## config.mk

```make
export PLATFORM = sky130hd
export DESIGN_NAME = qoe_queue
export DESIGN_NICKNAME = d
export VERILOG_FILES = /design/src/rtl/qoe_pkg.sv /design/src/rtl/qoe_queue.sv
export SDC_FILE = /design/constraint.sdc
export NUM_CORES = 1
export LEC_CHECK = 0
export BUFFER_PORTS_ARGS = -buffer_cell sky130_fd_sc_hd__buf_2
export CORE_MARGIN = 2
export CORE_UTILIZATION = 35
export DETAILED_ROUTE_END_ITERATION = 10
export PLACE_DENSITY_LB_ADDON = 0.1
export SETUP_SLACK_MARGIN = 0.15
export SLEW_MARGIN = 20
export SYNTH_ARGS = -nofsm -noshare
export SYNTH_HDL_FRONTEND = slang
export SYNTH_SLANG_ARGS = --single-unit
```

## constraint.sdc

```tcl
create_clock -name clk -period 13.5 [get_ports clk]
set_input_delay 0.675 -clock clk [delete_from_list [all_inputs] [get_ports clk]]
set_output_delay 0.675 -clock clk [all_outputs]
set_load 0.05 [all_outputs]
```

## src/rtl/qoe_pkg.sv

```systemverilog
`timescale 1ns / 1ps
`default_nettype none

package qoe_pkg;

	// Component width of both quaternions and of the error outputs
	localparam int CW = 16;
	localparam int IN_W = 8 * CW;
	localparam int OUT_W = 3 * CW;

	// Default number of CORDIC iterations
	localparam int CORDIC_STEPS_DEF = 16;

	// Queue between front and back
	localparam int QDEPTH = 4;
	localparam int QAW = $clog2(QDEPTH);

	// Datapath widths of the back end
	localparam int PRW = 2 * CW;          // one product of scaled components
	localparam int DSW = PRW + 2;         // sum of four products, signed
	localparam int DMW = DSW - 1;         // magnitude of that sum
	localparam int DMSB = 29;             // target top bit of the scaled difference
	localparam int VMW = DMSB + 1;        // scaled difference magnitudes
	localparam int SQW = 2 * VMW;         // one square
	localparam int RSW = 64;              // root remainder and partial root
	localparam int SQRT_STEPS = 32;       // one result bit per step
	localparam int RTW = 32;              // square root result
	localparam int SMALL_K = 1000000;     // small-angle ratio
	localparam int SMW = RTW + 20;        // root times small-angle ratio
	localparam int CXW = 36;              // CORDIC x and y
	localparam int ZW = 28;               // CORDIC angle, Q.24 radians
	localparam int ZMW = ZW - 1;          // angle magnitude
	localparam int DEN_SH = 26 - CW;      // scale from Q.24 angle to Q1.(CW-2)
	localparam int DENW = RTW + DEN_SH;   // divisor
	localparam int NUMW = 58;             // dividend with rounding term
	localparam int QTW = 18;              // quotient bits
	localparam int DIVW = DENW + QTW;     // widest shifted divisor

	typedef logic signed [CW-1:0] comp_t;
	typedef comp_t [3:0] quat_t;

	// One classified and scaled quaternion pair, front to back
	typedef struct packed {
		logic  invalid;
		quat_t t;
		quat_t a;
	} front_item_t;

	// atan(2^-i) in Q.24 radians, rounded to nearest
	function automatic logic signed [ZW-1:0] atan_q24(input int i);
		case (i)
			0:  return ZW'(13176795);
			1:  return ZW'(7778716);
			2:  return ZW'(4110060);
			3:  return ZW'(2086331);
			4:  return ZW'(1047214);
			5:  return ZW'(524117);
			6:  return ZW'(262123);
			7:  return ZW'(131069);
			8:  return ZW'(65536);
			9:  return ZW'(32768);
			10: return ZW'(16384);
			11: return ZW'(8192);
			12: return ZW'(4096);
			13: return ZW'(2048);
			14: return ZW'(1024);
			15: return ZW'(512);
			16: return ZW'(256);
			17: return ZW'(128);
			18: return ZW'(64);
			19: return ZW'(32);
			20: return ZW'(16);
			21: return ZW'(8);
			22: return ZW'(4);
			23: return ZW'(2);
			24: return ZW'(1);
			default: return '0;
		endcase
	endfunction

endpackage

`default_nettype wire

```

## src/rtl/qoe_queue.sv

```systemverilog
`timescale 1ns / 1ps
`default_nettype none

module qoe_queue (
	input  logic                 clk,
	input  logic                 arst_n,
	input  qoe_pkg::front_item_t in_item,
	input  logic                 in_valid,
	output logic                 in_ready,
	output qoe_pkg::front_item_t out_item,
	output logic                 out_valid,
	input  logic                 out_ready
);

	qoe_pkg::front_item_t       mem_q [qoe_pkg::QDEPTH];
	logic [qoe_pkg::QAW-1:0]    wr_q, rd_q;
	logic [qoe_pkg::QAW:0]      cnt_q;
	logic                       push, pop;

	assign in_ready  = cnt_q != (qoe_pkg::QAW+1)'(qoe_pkg::QDEPTH);
	assign out_valid = cnt_q != '0;
	assign push      = in_valid && in_ready;
	assign pop       = out_valid && out_ready;
	assign out_item  = mem_q[rd_q];

	// Store an entry on each push
	always_ff @(posedge clk) begin
		if (push) begin
			mem_q[wr_q] <= in_item;
		end
	end

	// Advance pointers and occupancy
	always_ff @(posedge clk or negedge arst_n) begin
		if (!arst_n) begin
			wr_q  <= '0;
			rd_q  <= '0;
			cnt_q <= '0;
		end else begin
			if (push) begin
				wr_q <= wr_q + 1'b1;
			end
			if (pop) begin
				rd_q <= rd_q + 1'b1;
			end
			if (push && !pop) begin
				cnt_q <= cnt_q + 1'b1;
			end else if (pop && !push) begin
				cnt_q <= cnt_q - 1'b1;
			end
		end
	end

endmodule

`default_nettype wire

```

======== Word-level counts from Yosys, hierarchy flattened ========
Memory sizes are Yosys's and may differ from the RTL's.
Index checks and enable logic that the tools add are counted.
operators by class
  $add $sub $neg .......................... 4
  equality and inequality tests ........... 1
  muxes and demuxes ....................... 4
  reduce and logical (&&, ||, !) cells .... 8
operator list
  operator             count
  $mux 3               2
  $add 2x1->2 const B  2
  $logic_and 1x1->1    4
  $add 3x1->3 const B  1
  $ne 3x3->1 const B   1
  $reduce_bool 3->1    1
  $sub 3x1->3 const B  1
  $logic_not 1->1      2
  $mux 1               2
  $reduce_bool 2->1    1
word-level totals
  bits in registers ....................... 7
  bits in writable memories ............... 516
  input port bits ......................... 133
  word-level logic and storage cells ...... 21
  memories kept ........................... 1
memory list
  memory  words  bits a word  read ports  clocked after memory_dff  wr ports  line             RTL
  mem_q   4      129          1           0                         1         qoe_queue.sv:15  qoe_pkg::front_item_t mem_q [qoe_pkg::QDEPTH];

======== Longest topological paths before layout ========
  word-level depth ........................ 6
  mapped depth ............................ 8

======== Worst setup path after synthesis ========
Ideal clock, no wire load.
  path type ............................... input to register
  start ................................... in in_valid
  end ..................................... mem mem_q[0][0] in the netlist's numbering (enable)
  data arrival time ....................... 3944 ps
  required time ........................... 12997 ps
  path slack .............................. 9052 ps
  cell stages on the path ................. 2
  cells stage by stage .................... a21boi_2 > and2_1
between the ends
  cells in the longest elaborated chain, start to end .. 3
RTL lines
  item                          line             RTL
  start, declared               qoe_queue.sv:8   input logic in_valid,
  $logic_and 1x1->1             qoe_queue.sv:22  assign push = in_valid && in_ready;
  $mux 1                        qoe_queue.sv:28  if (push) begin
  $mux 1 (implied by the code)  qoe_queue.sv:29  mem_q[wr_q] <= in_item;
  end, declared                 qoe_queue.sv:15
No other way between the ends.

==> implementation parameters <==
Parameter                              Value

Clock tree
  Cell at the root of the clock tree    sky130_fd_sc_hd__clkbuf_16
  Buffer levels on the longest clock path    3
  CTS buffer count    56
  Maximum level of the CTS H-tree    2
  Clock Latency Late Sink    580 ps
  Count of clock tree sinks    523
  TritonCTS clock tree    built
  Worst-path clk slew    60 ps
  Post CTS Setup Buffer Count    0

Synthesis
  Number of warnings issued by yosys    0
  Mapped Cells    709
  Cell type with the largest total area after synthesis    sky130_fd_sc_hd__edfxtp_1
  Synth Register Bits    523
  Mean instance size in the synthesized netlist    26.8 um2
  Post-synth design cell area    19000 um2
  Portion of the post-synthesis area used by sequential elements    82.4%
  Most area-consuming cells after synthesis    sky130_fd_sc_hd__edfxtp_1 81%, sky130_fd_sc_hd__mux4_2 15%, sky130_fd_sc_hd__dfrtp_1 0.92%, sky130_fd_sc_hd__buf_6 0.65%, sky130_fd_sc_hd__ha_1 0.33%
  Number of nets in the synthesized netlist    848
  Top-area cell type share of the netlist area    81.5%
  Number of distinct library cell variants in the gate-level netlist after synthesis    20

Timing
  Measured slew at the worst slew-check pin    967 ps
  Final critical-path share of the clock period    31.6%
  Final Hold Fails    0
  Worst Clk Skew    11.0 ps
  Fmax    235 MHz
  Shortest period the worst path allows    4260 ps
  Setup_tns    0 ps
  RSZ-0062 raised after global routing    no
  Max Slew Vio Count    0
  Final Hold Slack    300 ps
  Setup violation total in the final timing report    0
  Relative max-transition margin    35.6%

Floorplanning
  Initial Util    35.3%
  Number of rows created at floorplan    85
  Die ar.    56200 um2
  Die Y    237 um
  Core outline area    53800 um2
  I/O pin total    264
  Die X-Extent    237 um

Final layout
  Commonest non-fill, non-tap cell in the layout    sky130_fd_sc_hd__edfxtp_1
  Antenna cells    0
  Layout overhead on the synthesized area    20.1%
  Post-Layout Cell Count    1757
  Number of nets in the layout    1154
  Proportion of layout cells with a drive suffix above 1    46.7%
  Highest-count cells in the layout ignoring fill and taps    516 x sky130_fd_sc_hd__edfxtp_1, 263 x sky130_fd_sc_hd__buf_2, 129 x sky130_fd_sc_hd__mux4_2

Setup path
  Critical Path Start    rd_q[0]
  Worst setup path category    register to primary output
  Delay of the slowest cell on the worst path    730 ps
  Cell type of the slowest stage on the worst timing path    sky130_fd_sc_hd__buf_4
  Cells along the critical path    buf_4 -> buf_4 -> mux4_2 -> buf_2
  Kind of end point of the critical path    primary output
  CP Data Arrival Time    3590 ps
  R2r startpoint    cnt_q[0]
  Cell repeated most along the worst path    sky130_fd_sc_hd__buf_4
  Maximum fanout encountered on the critical timing path    39
  Critical path required time    12820 ps
  Category of the worst setup path launch point    register

Drt
  Routed WL per cell    22.4 um
  1st-iter DRT viols    529
  Aggregate routed wire length    39400 um
  DRC viols    0
  Count of nets left with antenna violations after detail routing    0
  Overall via count from detail_route    8416
  DRT Pass-1 Iters    4
  Vias per cell    4.79

Placement
  Post-detail-place hpwl    22600 um
  Input/output buffers    263
  Global placement routability congestion    0.701
  Cell Count Post-Placement    1652

Global routing
  Pin count of the biggest net entering global routing    55
  First-pass GRT wire length    58900 um
  Number of global-route vias before repair    9139
  Number of antenna violations at the first check in global routing    8
  GRT Residual Overflow    0
  Global Route Usage Sum    14.1%

Run
  Total of max-cap violations    0

Power and ir drop
  Power density over cell area    259 nW/um2
  Leakage power    7.72 nW
  Final Total Pwr    5.91 mW
  Max IR drop VDD    0.150 mV

Outcome
  Outcome    finished, final reports clean

Worst hold path
  Type of the most critical hold path    primary input to register
  Min-delay src    in_item[123]
[worst paths after layout]
path | endpoint | slack [ps] | depth (start not counted)
worst max-delay path | out_item[95] | 9240 | 4
worst min-delay path | mem_q[0][123] | 300 | 1
worst max register to register | mem_q[0][26] | 10850 | 4
worst min register to register | cnt_q[2] | 530 | 1
max in group asynchronous | rd_q[0] | 12850 | 2
min in group asynchronous | rd_q[1] | 460 | 2
[registers in the layout, indices dropped and copies added (netlist names)]
register,flops
cnt_q,3
mem_q,516
rd_q,2
wr_q,2
[synthesized netlist by cell type]
cell,instances
sky130_fd_sc_hd__xor2_1,2
sky130_fd_sc_hd__nor2_1,2
sky130_fd_sc_hd__or3_1,1
sky130_fd_sc_hd__buf_1,3
sky130_fd_sc_hd__inv_1,3
sky130_fd_sc_hd__edfxtp_1,516
sky130_fd_sc_hd__ha_1,5
sky130_fd_sc_hd__mux4_2,129
sky130_fd_sc_hd__clkbuf_1,1
sky130_fd_sc_hd__mux2_2,2
sky130_fd_sc_hd__xnor2_1,4
sky130_fd_sc_hd__nand3_1,1
sky130_fd_sc_hd__dfrtp_1,7
sky130_fd_sc_hd__buf_2,12
sky130_fd_sc_hd__fa_1,1
sky130_fd_sc_hd__nand2_1,2
sky130_fd_sc_hd__buf_4,2
sky130_fd_sc_hd__and2_1,4
sky130_fd_sc_hd__buf_6,11
sky130_fd_sc_hd__a21boi_2,1
[routing by layer]
| layer | up-vias | track usage [%] | share of wire (%) |
|---|---|---|---|
| met3 | 76 | 3.66 | 5.6 |
| met5 | - | 0 | 0.17 |
| met4 | 12 | 4.59 | 2.3 |
| met1 | 4435 | 18.9 | 44 |
| li1 | 3688 | - | - |
| met2 | 205 | 22.7 | 48 |
[kinds of logic (layout without fill, tap and decap cells)]
kind of cell	Yosys count	count (layout)	share of synthesized area (%)
AND/OR/NAND/NOR	10	10	0.270
multiplexers	131	131	15.4
adder cells (fa/ha/maj)	6	6	0.434
XOR/XNOR	6	6	0.276
buffers and inverters	32	384	1.18
AO/OA/AOI/OAI	1	1	0.0592
flip-flops	523	523	82.4
[area by class of cell]
type	count	area [um2]
Clock buffer	65	1460
Clock inverter	39	277
Fill cell	4711	31000
Inverter	3	11.3
Multi-Input combinational cell	154	3140
Sequential cell	523	15700
Tap cell	696	871
Timing Repair Buffer	277	1420
[per-stage QoR]
step,setup slack [ps],instance area [um2],utilization [%]
after floorplan,9050,19000,-
after global placement,9630,21100,39.2
after CTS,8950,22900,42.5
after detailed placement,9620,21100,39.2
after global routing,8900,22900,42.5
final,9240,22900,42.5
[critical path: cells and delay by family, from the launching register on]
family,cells,cell delay [ps]
buffers and inverters,3,1620
DFF,1,610
muxes,1,610
[report_power, final]
part	switching (mW)	leakage, nW	total (mW)	internal, mW
sequential	0.109	4.81	2.26	2.15
clock	0.601	0.870	1.44	0.842
combinational	1.58	2.04	2.21	0.630
total	2.29	7.72	5.91	3.62
[what timing repair did]
item / in CTS / in global routing
gates resized for setup: 0 / 0
endpoints found under the hold margin: 7 / 0
hold buffers: 1 / 0
(Power assumes the default switching activity.)
