===== src/rtl/qoe_pkg.sv =====
`timescale 1ns / 1ps
`default_nettype none

package qoe_pkg;

	// Component width of both quaternions and of the error outputs
	localparam int CW = 16;
	localparam int IN_W = 8 * CW;
	localparam int OUT_W = 3 * CW;

	// Default number of CORDIC iterations
	localparam int CORDIC_STEPS_DEF = 16;

	// Queue between front and back
	localparam int QDEPTH = 4;
	localparam int QAW = $clog2(QDEPTH);

	// Datapath widths of the back end
	localparam int PRW = 2 * CW;          // one product of scaled components
	localparam int DSW = PRW + 2;         // sum of four products, signed
	localparam int DMW = DSW - 1;         // magnitude of that sum
	localparam int DMSB = 29;             // target top bit of the scaled difference
	localparam int VMW = DMSB + 1;        // scaled difference magnitudes
	localparam int SQW = 2 * VMW;         // one square
	localparam int RSW = 64;              // root remainder and partial root
	localparam int SQRT_STEPS = 32;       // one result bit per step
	localparam int RTW = 32;              // square root result
	localparam int SMALL_K = 1000000;     // small-angle ratio
	localparam int SMW = RTW + 20;        // root times small-angle ratio
	localparam int CXW = 36;              // CORDIC x and y
	localparam int ZW = 28;               // CORDIC angle, Q.24 radians
	localparam int ZMW = ZW - 1;          // angle magnitude
	localparam int DEN_SH = 26 - CW;      // scale from Q.24 angle to Q1.(CW-2)
	localparam int DENW = RTW + DEN_SH;   // divisor
	localparam int NUMW = 58;             // dividend with rounding term
	localparam int QTW = 18;              // quotient bits
	localparam int DIVW = DENW + QTW;     // widest shifted divisor

	typedef logic signed [CW-1:0] comp_t;
	typedef comp_t [3:0] quat_t;

	// One classified and scaled quaternion pair, front to back
	typedef struct packed {
		logic  invalid;
		quat_t t;
		quat_t a;
	} front_item_t;

	// atan(2^-i) in Q.24 radians, rounded to nearest
	function automatic logic signed [ZW-1:0] atan_q24(input int i);
		case (i)
			0:  return ZW'(13176795);
			1:  return ZW'(7778716);
			2:  return ZW'(4110060);
			3:  return ZW'(2086331);
			4:  return ZW'(1047214);
			5:  return ZW'(524117);
			6:  return ZW'(262123);
			7:  return ZW'(131069);
			8:  return ZW'(65536);
			9:  return ZW'(32768);
			10: return ZW'(16384);
			11: return ZW'(8192);
			12: return ZW'(4096);
			13: return ZW'(2048);
			14: return ZW'(1024);
			15: return ZW'(512);
			16: return ZW'(256);
			17: return ZW'(128);
			18: return ZW'(64);
			19: return ZW'(32);
			20: return ZW'(16);
			21: return ZW'(8);
			22: return ZW'(4);
			23: return ZW'(2);
			24: return ZW'(1);
			default: return '0;
		endcase
	endfunction

endpackage

`default_nettype wire


===== src/rtl/qoe_front.sv =====
`timescale 1ns / 1ps
`default_nettype none

module qoe_front (
	input  logic                      clk,
	input  logic                      arst_n,
	input  logic                      s_tvalid,
	output logic                      s_tready,
	input  logic [qoe_pkg::IN_W-1:0]  s_tdata,
	output qoe_pkg::front_item_t      item,
	output logic                      item_valid,
	input  logic                      item_ready
);

	logic                     v_s1;
	logic [qoe_pkg::IN_W-1:0] raw_s1;
	qoe_pkg::quat_t           t_raw, a_raw;

	// Scale so the largest magnitude has its top bit at CW-2
	function automatic qoe_pkg::quat_t scale_quat(input qoe_pkg::quat_t q);
		logic [qoe_pkg::CW-1:0]         m [4];
		logic [qoe_pkg::CW-1:0]         acc;
		logic [$clog2(qoe_pkg::CW)-1:0] pos;
		logic [$clog2(qoe_pkg::CW):0]   sh;
		logic [qoe_pkg::CW-1:0]         s;
		qoe_pkg::quat_t                 r;
		acc = '0;
		pos = '0;
		for (int i = 0; i < 4; i++) begin
			m[i] = q[i][qoe_pkg::CW-1] ? qoe_pkg::CW'(~q[i] + 1'b1) : qoe_pkg::CW'(q[i]);
			acc = acc | m[i];
		end
		for (int b = 0; b < qoe_pkg::CW; b++) begin
			if (acc[b]) begin
				pos = ($clog2(qoe_pkg::CW))'(b);
			end
		end
		sh = ($clog2(qoe_pkg::CW)+1)'(qoe_pkg::CW - 2) - ($clog2(qoe_pkg::CW)+1)'(pos);
		for (int i = 0; i < 4; i++) begin
			if (pos == ($clog2(qoe_pkg::CW))'(qoe_pkg::CW - 1)) begin
				s = m[i] >> 1;
			end else begin
				s = m[i] << sh;
			end
			r[i] = q[i][qoe_pkg::CW-1] ? qoe_pkg::comp_t'(-$signed(s)) : qoe_pkg::comp_t'(s);
		end
		return r;
	endfunction

	// Hold the raw pair until the queue takes it
	assign s_tready = !v_s1 || item_ready;

	always_ff @(posedge clk or negedge arst_n) begin
		if (!arst_n) begin
			v_s1 <= 1'b0;
		end else if (s_tready) begin
			v_s1 <= s_tvalid;
		end
	end

	always_ff @(posedge clk) begin
		if (s_tready && s_tvalid) begin
			raw_s1 <= s_tdata;
		end
	end

	// Unpack, classify the zero quaternion, scale both
	always_comb begin
		for (int k = 0; k < 4; k++) begin
			t_raw[k] = raw_s1[qoe_pkg::CW*k +: qoe_pkg::CW];
			a_raw[k] = raw_s1[qoe_pkg::CW*(k+4) +: qoe_pkg::CW];
		end
		item.invalid = (t_raw == '0) || (a_raw == '0);
		item.t = scale_quat(t_raw);
		item.a = scale_quat(a_raw);
	end

	assign item_valid = v_s1;

endmodule

`default_nettype wire


===== config.mk =====
export PLATFORM = sky130hd
export DESIGN_NAME = qoe_front
export DESIGN_NICKNAME = d
export VERILOG_FILES = /design/src/rtl/qoe_pkg.sv /design/src/rtl/qoe_front.sv
export SDC_FILE = /design/constraint.sdc
export NUM_CORES = 1
export LEC_CHECK = 0
export ABC_AREA = 1
export BUFFER_PORTS_ARGS = -buffer_cell sky130_fd_sc_hd__buf_2
export CAP_MARGIN = 0
export CORE_MARGIN = 3
export CORE_UTILIZATION = 48
export CTS_CLUSTER_DIAMETER = 200
export DETAILED_ROUTE_END_ITERATION = 12
export PLACE_DENSITY = 0.76
export SLEW_MARGIN = 15
export SYNTH_ARGS = -nofsm -noshare
export SYNTH_HDL_FRONTEND = slang
export SYNTH_SLANG_ARGS = --single-unit
export TNS_END_PERCENT = 100

===== constraint.sdc =====
create_clock -name clk -period 6.7 [get_ports clk]
set_input_delay 0.67 -clock clk [delete_from_list [all_inputs] [get_ports clk]]
set_output_delay 0.67 -clock clk [all_outputs]
set_load 0.1 [all_outputs]

======== Word-level counts from Yosys, hierarchy flattened ========
Index checks and enable logic that the tools add are counted.
storage, ports and cells
  bits in registers ....................... 129
  logic and storage cells ................. 104
  output and inout bits ................... 131
operators by class
  shifts and indexed selects .............. 8
  reduce and logical (&&, ||, !) cells .... 6
  bitwise operators ....................... 14
  equal/unequal tests ..................... 2
  mux-type cells .......................... 54
  $add $sub $neg .......................... 18
operator list
  operator                 count
  $mux W16                 24
  $add A16 B1 Y16 const B  8
  $logic_not A64 Y1        2
  $neg A16 Y16             8
  $not A16 Y16             8
  $shl A16 B5 Y16          8
  $or A16 B16 Y16          6
  $mux W4                  22
  $mux W3                  4
  $sub A4 B4 Y5 const A    2
  $eq A4 B4 Y1 const B     2
  $mux W2                  2
  $logic_or A1 B1 Y1       2
  $mux W1                  2
  $logic_and A1 B1 Y1      1
  $logic_not A1 Y1         1

======== Longest topological paths before layout ========
  word-level depth ........................ 26
  depth in mapped cells ................... 42
  mapped depth without buffers ............ 39

======== Least setup slack after synthesis ========
Ideal clock, no wire load.
  path kind ............................... reg2reg
  from .................................... register v_s1, in the netlist item_valid
  to ...................................... register raw_s1[0] (netlist bit) (enable)
  path slack .............................. -1.054 ns
  arrival ................................. 7.098 ns
  setup time .............................. 0.656 ns
  data required time ...................... 6.044 ns
  cell stages (with the launch flop) ...... 2
  cell sequence ........................... dfrtp_1 -> a21oi_1
on the way
  word-level cells in the longest chain between the ends .. 3
RTL lines
  element                   line             RTL
  start: declaration        qoe_front.sv:15  logic v_s1;
  start signal: assignment  qoe_front.sv:57  v_s1 <= s_tvalid;
  $logic_not A1 Y1          qoe_front.sv:51  assign s_tready = !v_s1 || item_ready;
  $logic_or A1 B1 Y1        qoe_front.sv:51
  $logic_and A1 B1 Y1       qoe_front.sv:62  if (s_tready && s_tvalid) begin
  end signal: assignment    qoe_front.sv:63  raw_s1 <= s_tdata;
  end: declaration          qoe_front.sv:16  logic [qoe_pkg::IN_W-1:0] raw_s1;
Every way passes these cells.
A chain may end at the register's enable or synchronous reset.

==> reports/results.tsv <==
metric	value	unit
outcome	complete, no violations	
p_switching	0.002808	W
fmax	0.1597	GHz
syn_area	0.01961	mm2
synth_xor_area_share	4.211	%
slowest_delay	0.45	ns
vias	23750	
cp_common_cell	nand2_1	
final.setup_skew	0.008481	ns
yosysWarnings	0	
portBuffers	262	
layout-drive-gt1-share	15.17	%
pwr-share-clk	17.2	%
min_path_type	input port to register	
worstPathRequired	6.03	ns
grt_setup_unrepaired	false	
synthArstFlopShare	0.7752	%
area.growth.synth_to_final	21.12	%
cp.arrival	5.59	ns
grt_pass1_wl	111400	um
clock-sinks	129	
syn_nets	3668	
fillCellCount	3900	
maxCapViolations	0	
grt_start_max_net_pins	80	
power_density	225.5	mW/mm2
ys_types	49	
postSynthAreaPerCell	5.575	um2
avgViaCountPerCell	5.639	
antenna_left	0	
cp.depth	29	
worstMarginPinSlew	1.120	ns
fin_nets	3822	
finalSetupTns	0	ns
crit_path_end	item[78]	
first_pass_iters	6	
place_congestion	1.019	
critPathLaunch	raw_s1[48]$_DFFE_PP_	
synthMuxAreaShare	0	%
slew_headroom	24.58	%
cts_tree	built	
p_leak	12.23	nW
r2r_slack	4.48	ns
antenna_found_initial	2	
htreeDepth	4	
multiInputGateArea	0.01345	mm2
grt-ovfl-total	0	
power_switching_share	52.42	%
root_buffer	clkbuf_16	
numCtsBuffers	17	
peakVddDrop	0.2298	mV
r2r-start	item_valid$_DFFE_PN0N_	
start_util	49.02	%
synth_adder_area_share	1.148	%
r2r_cells	2	
io_pins	263	
grt_usage	31.17	%
worstSkewPairLatency	0.45	ns
synth_ff_type	edfxtp_1	
rr_endpoint	raw_s1[16]$_DFFE_PP_	
drc_errors	0	
hpwl	53320	um
die_w	208.1	um
grt_pass1_vias	21700	
synth-simple-area-share	57.75	%
pre_cts_slack	0.8729	ns
crit_fanout	34	
synth_top_family_by_area	simple AND/OR/NAND/NOR gates	
hold_viol_final	0	
critPathCaptureType	output pin	
register_area	0.003869	mm2
clk_pin_slew_worst_paths	0.07	ns
coreArea	0.04001	mm2
slew_violations	0	
crit_type	register to output pin	
crit_path_start_kind	register	
seq_power_share	18.5	%
crit_buf_inv	4	
finalWirelength	69880	um
rows	73	
clk_path_buf_depth	2	
fin_crit	6.260	ns
critical-path-top-delay-family	simple AND/OR/NAND/NOR gates	
fp.dieH	208.1	um
synth_compound_area_share	4.351	%
synth-edff-count	128	
ys_seq_area_share	19.73	%
final-setup-viol-count	0	
ys_ff_latch	129	
power.internal	0.002548	W
timing.final.crit_share	93.43	%
synth_cells	3518	
wl_per_cell	16.59	um
die_area	0.04332	mm2
setup_ws	0.4401	ns
cp_slowest_cell	buf_4	
dr.first_iter.drc_count	2620	
combPwrFrac	64.4	%
through the flow:
| step | utilization (%) | cells | power [W] | hold WS, ns | area, um2 |
|---|---|---|---|---|---|
| 5_1_grt | 59.38 | 4212 | 0.005605 | 0.3792 | 23760 |
| 3_5_place_dp | 57.90 | 4176 | 0.004429 | 0.4458 | 23160 |
| 3_3_place_gp | 57.90 | 4176 | 0.004418 | 0.4457 | 23160 |
| 4_1_cts | 59.32 | 4209 | 0.005359 | 0.3749 | 23730 |
| 6_report | 59.38 | 4212 | 0.005356 | 0.3923 | 23760 |
| 2_1_floorplan | - | 3518 | 0.003304 | 0.3744 | 19800 |
worst min-delay path by stage:
stage	startpoint	end	slack (ns)	cells past startpoint
after global placement	arst_n	item_valid$_DFFE_PN0N_	0.45	1
final	s_tdata[107]	raw_s1[107]$_DFFE_PP_	0.39	1
after global routing	s_tdata[107]	raw_s1[107]$_DFFE_PP_	0.38	1
after CTS	s_tdata[32]	raw_s1[32]$_DFFE_PP_	0.37	1
after detailed placement	arst_n	item_valid$_DFFE_PN0N_	0.45	1
after floorplan	arst_n	item_valid$_DFFE_PN0N_	0.37	0
timing repair:
item                                    in CTS  in global routing
hold buffers                                 1                  0
gates resized for setup                      0                  6
endpoints found under the setup margin       0                 27
endpoints found under the hold margin        1                  0
setup buffers                                0                  1
power by group through the flow:
stage / clock network, W / registers, W / logic, W
2_1_floorplan: 0 / 0.000996 / 0.00231
3_3_place_gp: 0 / 0.00101 / 0.00341
3_5_place_dp: 0 / 0.00101 / 0.00342
4_1_cts: 0.000937 / 0.000989 / 0.00343
5_1_grt: 0.000968 / 0.000995 / 0.00364
6_report: 0.000919 / 0.000989 / 0.00345
area by class of cell:
class                   count  area share (%)
diodes                      2         0.02107
clock buffers              22           1.870
clock inverters            10          0.4793
inverters                 437           6.937
multi-input cells        2788           56.61
flip-flops and latches    129           16.29
well taps                 525           2.765
repair buffers            299           15.03
cells in the mapped netlist (20+ instances only):
| library cell | number | area (um2) |
|---|---|---|
| clkbuf_1 | 51 | 191.4 |
| nand3_2 | 21 | 210.2 |
| inv_1 | 368 | 1381 |
| nor2_2 | 56 | 350.3 |
| xor2_1 | 86 | 753.2 |
| buf_4 | 20 | 150.1 |
| buf_2 | 60 | 300.3 |
| nand4_1 | 120 | 750.7 |
| nand2_1 | 1172 | 4399 |
| a21oi_1 | 28 | 140.1 |
| o21ai_0 | 43 | 215.2 |
| edfxtp_1 | 128 | 3844 |
| nand3_1 | 674 | 3373 |
| inv_2 | 68 | 255.2 |
| nand3b_1 | 26 | 195.2 |
| o21ai_1 | 30 | 150.1 |
| nor2_1 | 391 | 1468 |
logic make-up after synthesis:
| group | after synthesis |
|---|---|
| xor+xnor | 90 |
| compound gates | 146 |
| buf+inv | 601 |
| fa+ha+maj | 18 |
| simple gates | 2534 |
| flops | 129 |
flip-flops by register name, indices dropped and copies added (netlist names):
| register | count |
|---|---|
| item_valid | 1 |
| raw_s1 | 128 |
layout by cell type (no fill, tap or decap), drive strengths merged:
| cell type | Yosys | layout |
|---|---|---|
| o22ai | 13 | 13 |
| dfrtp | 1 | 1 |
| diode | 0 | 2 |
| a21oi | 32 | 32 |
| nand2 | 1192 | 1192 |
| buf | 113 | 298 |
| clkbuf | 51 | 22 |
| and2 | 1 | 1 |
| nand3b | 26 | 26 |
| o31ai | 1 | 1 |
| clkinvlp | 0 | 1 |
| nor3 | 23 | 23 |
| o21ai | 77 | 77 |
| a311oi | 1 | 1 |
| o21bai | 9 | 9 |
| nand3 | 697 | 697 |
| nor3b | 2 | 2 |
| clkinv | 0 | 6 |
| inv | 437 | 438 |
| xnor2 | 4 | 4 |
| bufinv | 0 | 2 |
| nor2 | 456 | 456 |
| or3b | 1 | 1 |
| o221ai | 2 | 2 |
| o211ai | 6 | 6 |
| dlygate4sd3 | 0 | 1 |
| edfxtp | 128 | 128 |
| xor2 | 86 | 86 |
| nand4 | 120 | 120 |
| ha | 18 | 18 |
| or2 | 8 | 8 |
| nor4 | 8 | 8 |
| o41ai | 1 | 1 |
| o311ai | 4 | 4 |
metal layers:
layer / share of wire (%) / vias up / GRT usage [%]
li1: - / 11680 / -
met1: 38 / 10540 / 38.29
met2: 48 / 1265 / 52.79
met3: 8.1 / 264 / 4.343
met4: 5.8 / 0 / 17.11
met5: 0 / - / 0
(Power assumes the default switching activity.)
